## src/rtl/core/smtq_pkg.sv

```systemverilog
`default_nettype none

package smtq_pkg;

	// Field widths of the stream payload
	localparam int ID_W      = 6;
	localparam int TVAL_W    = 48;
	localparam int CMD_W     = 2;
	localparam int HANDLES   = 2 ** ID_W;

	// Defaults for the top-level parameters
	localparam int ENTRIES_DEF   = 64;
	localparam int TIME_BITS_DEF = 48;

	// Command codes carried in the input tuser
	typedef enum logic [CMD_W-1:0] {
		CMD_INSERT = 2'd0,
		CMD_DELETE = 2'd1,
		CMD_PEEK   = 2'd2
	} cmd_t;

	// Per-cycle operation broadcast to every cell
	typedef struct packed {
		logic ins;
		logic del;
	} cell_op_t;

endpackage

`default_nettype wire

```

## src/rtl/core/smtq_cell.sv

```systemverilog
`default_nettype none

module smtq_cell
	import smtq_pkg::*;
#(
	parameter int TIME_BITS = TIME_BITS_DEF
) (
	input  wire                  clk,
	input  wire                  arst_n,
	input  cell_op_t             op,
	input  wire [ID_W-1:0]       new_id,
	input  wire [TIME_BITS-1:0]  new_tval,
	input  wire                  left_valid,
	input  wire [ID_W-1:0]       left_id,
	input  wire [TIME_BITS-1:0]  left_tval,
	input  wire                  left_le,
	input  wire                  right_valid,
	input  wire [ID_W-1:0]       right_id,
	input  wire [TIME_BITS-1:0]  right_tval,
	input  wire                  pass,
	output logic                 valid,
	output logic [ID_W-1:0]      id,
	output logic [TIME_BITS-1:0] tval,
	output logic                 le,
	output logic                 hit
);

	logic                 valid_q;
	logic [ID_W-1:0]      id_q;
	logic [TIME_BITS-1:0] tval_q;

	// Entry sorts before the incoming key (ties keep insertion order)
	assign le  = valid_q && (tval_q <= new_tval);
	// Entry holds the handle being deleted
	assign hit = valid_q && (id_q == new_id);

	// Occupancy: take the new entry, shift right on insert, shift left on delete
	always_ff @(posedge clk or negedge arst_n) begin
		if (!arst_n) begin
			valid_q <= 1'b0;
		end else if (op.ins && !le) begin
			valid_q <= left_le ? 1'b1 : left_valid;
		end else if (op.del && pass) begin
			valid_q <= right_valid;
		end
	end

	// Payload follows the same moves
	always_ff @(posedge clk) begin
		if (op.ins && !le) begin
			if (left_le) begin
				id_q   <= new_id;
				tval_q <= new_tval;
			end else begin
				id_q   <= left_id;
				tval_q <= left_tval;
			end
		end else if (op.del && pass) begin
			id_q   <= right_id;
			tval_q <= right_tval;
		end
	end

	assign valid = valid_q;
	assign id    = id_q;
	assign tval  = tval_q;

endmodule

`default_nettype wire

```

## config.mk

```make
export PLATFORM = sky130hd
export DESIGN_NAME = smtq_cell
export DESIGN_NICKNAME = d
export VERILOG_FILES = /design/src/rtl/core/smtq_pkg.sv /design/src/rtl/core/smtq_cell.sv
export SDC_FILE = /design/constraint.sdc
export NUM_CORES = 1
export LEC_CHECK = 0
export ABC_AREA = 1
export BUFFER_PORTS_ARGS = -buffer_cell sky130_fd_sc_hd__buf_2
export CAP_MARGIN = 20
export CORE_ASPECT_RATIO = 1.75
export CORE_MARGIN = 3
export CORE_UTILIZATION = 35
export DETAILED_ROUTE_END_ITERATION = 10
export PLACE_DENSITY = 0.67
export SYNTH_ARGS = -nofsm -noshare
export SYNTH_HDL_FRONTEND = slang
export SYNTH_SLANG_ARGS = --single-unit
```

## constraint.sdc

```tcl
create_clock -name clk -period 3.31 [get_ports clk]
set_input_delay 0.662 -clock clk [delete_from_list [all_inputs] [get_ports clk]]
set_output_delay 0.662 -clock clk [all_outputs]
set_load 0.02 [all_outputs]
```

==> flow_summary_export.csv <==
group,metric,value,unit
outcome,outcome,"completed",
placed_design,gp_congestion,0.804,
drt,vias,4220,
placed_design,numPlacedInstances,908,
placed_design,dp_hpwl,9930,µm
layout,nNetsFinal,968,
worst_setup_path,cp_num_buf_inv,5,
die,die_height,154,µm
worst_setup_path,path_class,"input port to primary output",
layout,post-route-util,47.8,%
placed_design,dp_slack,0.369,ns
clock_network,post-cts-setup-buffers,0,
die,dieArea,14000,µm²
timing,setup_ws,0.414,ns
timing,finalCriticalPeriod,2.90,ns
logic_synthesis,synth_nets,754,
grt,grt_util_all_layers,17.1,%
clock_network,clkSlewWorstSetupHoldPaths,0.07,ns
placed_design,portBuffers,226,
clock_network,numCtsBuffers,5,
grt,grt_pass1_vias,4291,
worst_setup_path,r2r_start,"tval[31]$_DFFE_PP_",
logic_synthesis,ys_seq_elements,55,
grt,grt_antenna_before_repair,2,
timing,report.final.hold_viol_count,0,
timing,finalSetupTns,0,ns
die,initial_utilization,36.2,%
timing,fmax,345,MHz
logic_synthesis,netlist_area,4390,µm²
die,rows,53,
job,drv_cap,0,
worst_setup_path,cp.arrival,2.23,ns
logic_synthesis,synth_area_per_cell,8.19,µm²
drt,drt-pass1-iter-count,4,
worst_setup_path,crit_fanout,3,
timing,clock_skew,0.0107,ns
drt,wl_per_cell,13.2,µm
clock_network,htree_levels,2,
worst_setup_path,ff2ff_path_depth,12,
die,coreArea,12100,µm²
timing,hold_ws,0.124,ns
worst_setup_path,cp_data_required_time,2.65,ns
layout,drive_above_1_share,40.5,%
clock_network,cts.path.max_buffers,2,
layout,regArea,1650,µm²
layout,fin_area,5800,µm²
logic_synthesis,synth_area_leaders,"edfxtp_1 37%, ha_1 14%, nand2_1 13%, o21ai_2 7.2%, o21ai_0 6.0%",
power_and_ir_drop,power.density,500,nW/µm²
power_and_ir_drop,p_leak,3.02,nW
drt,via_per_inst,4.60,
min_path,hold_path_class,"input port to async pin",
layout,final_cells,918,
logic_synthesis,synth_top_area_share,36.9,%
power_and_ir_drop,ir_worst_vdd,0.000268,V
timing,worstMarginPinSlew,0.398,ns
clock_network,cts_tree,"done",
logic_synthesis,async_flop_share,1.82,%
placed_design,post_dp_cell_area,5660,µm²
logic_synthesis,synthTopCellsByCount,"149 x nand2_1, 62 x inv_1, 54 x edfxtp_1",
layout,multi_input_area,2330,µm²
logic_synthesis,synth_edf_count,54,
layout,num-fill-cells,1250,
die,dieWidth,90.7,µm
drt,antenna_left,0,
drt,drt_iter0_drc,95,
clock_network,ctsResizeCount,0,
clock_network,clock-sinks,55,
logic_synthesis,netlist_instances,536,
worst_setup_path,critPathSlowestCell,"ha_1",
worst_setup_path,crit_family,"simple AND/OR/NAND/NOR gates",
clock_network,clock_latency,0.30,ns
logic_synthesis,synth_cell_types,28,
grt,grt_max_degree,106,
layout,area_delta_synth_final,32.1,%
timing,setup_viol,0,
worst_setup_path,worst-r2r-setup-slack,0.84,ns
worst_setup_path,cpPeakStageDelay,0.30,ns
die,ios,227,
logic_synthesis,ys_warn_count,0,
worst_setup_path,worstPathCellList,"buf_2 > inv_1 > ha_1 > nand2_1 > nor2_2 > nand2_1 > nor2_2 > inv_2 > nor2_2 > nand2_1 > nand3_1 > nand2_1 > nand2_2 > inv_1 > buf_2",
clock_network,ctsHoldBuffers,0,
clock_network,cts_root_buffer,"clkbuf_16",
logic_synthesis,post-synth-top-count-cell,"nand2_1",
worst_setup_path,critPathCaptureType,"primary output",
worst_setup_path,cp_common_cell,"nand2_1",
timing,fin_crit_sh,87.5,%
power_and_ir_drop,total_power,2.90,mW
timing,slew_headroom,73.5,%
worst_setup_path,start_kind,"input port",
logic_synthesis,yosysSeqAreaShare,37.5,%
drt,routed_wl,12100,µm
timing,rsz0062_at_grt,"false",
worst_setup_path,reg2reg_to,"tval[33]$_DFFE_PP_",
timing,drv_slew,0,
logic_synthesis,synth_top_area_cell,"edfxtp_1",
logic_synthesis,ys.flop_type,"edfxtp_1",
grt,overflow,0,
drt,route.detailed.drc,0,
grt,grt_pass1_wl,19200,µm
==> layer usage <==
metal	part of all wire (%)	up-vias	routed length (µm)	GRT usage, %
met2	56	136	6800	33.9
li1	-	2210	-	-
met5	0	-	0	0
met3	4.6	23	551	2.50
met1	36	1851	4360	17.0
met4	3.2	0	382	7.60
==> report_power, final <==
group          switching [mW]  internal [mW]  total, mW
combinational           0.814          0.480       1.29
sequential             0.0896          0.996       1.09
clock                   0.239          0.277      0.516
total                    1.14           1.75       2.90
==> area by class of cell <==
| class | instances | share of cell area, % |
|---|---|---|
| diodes | 2 | 0.0863 |
| clock inverters | 2 | 0.130 |
| flip-flops and latches | 55 | 28.4 |
| multi-input cells | 389 | 40.2 |
| inverters | 68 | 4.40 |
| repair buffers | 231 | 21.0 |
| clock buffers | 6 | 2.22 |
| well taps | 165 | 3.56 |
==> cells in the final DEF (no fill, tap or decap), types with 2 or more instances in the layout <==
cell type	n
a21o_1	2
o21a_1	2
edfxtp_1	54
diode_2	2
o21ai_2	36
nand4_1	3
o21ai_1	20
buf_12	4
nor2_1	14
clkinv_1	3
nand3_1	7
inv_1	62
nor2_2	4
a21oi_1	20
clkbuf_16	5
mux2i_1	4
buf_2	226
ha_1	48
nand2_2	22
o21ai_0	53
nand2_1	148
inv_2	5
==> state kept, by name (all words and copies together) (netlist names) <==
name,flops
tval,48
valid,1
id,6
==> worst max path at each step <==
stage	from	to	slack, ns	cells past startpoint
5_1_grt	new_tval[31]	le	0.25	13
3_5_place_dp	new_tval[47]	le	0.37	15
3_3_place_gp	new_tval[47]	le	0.37	15
4_1_cts	new_tval[47]	le	0.37	15
2_1_floorplan	new_tval[39]	id[0]$_DFFE_PP_	0.30	15
6_report	new_tval[47]	le	0.41	15
==> cell families after synthesis <==
group           after synthesis  synth area share, %
mux                           4                0.912
buf+inv                      92                 9.61
flops                        55                 37.5
fa+ha+maj                    48                 13.7
simple gates                200                 19.0
compound gates              135                 18.9
xor+xnor                      2                0.399
Note: power is estimated with default switching activity, not from simulation.
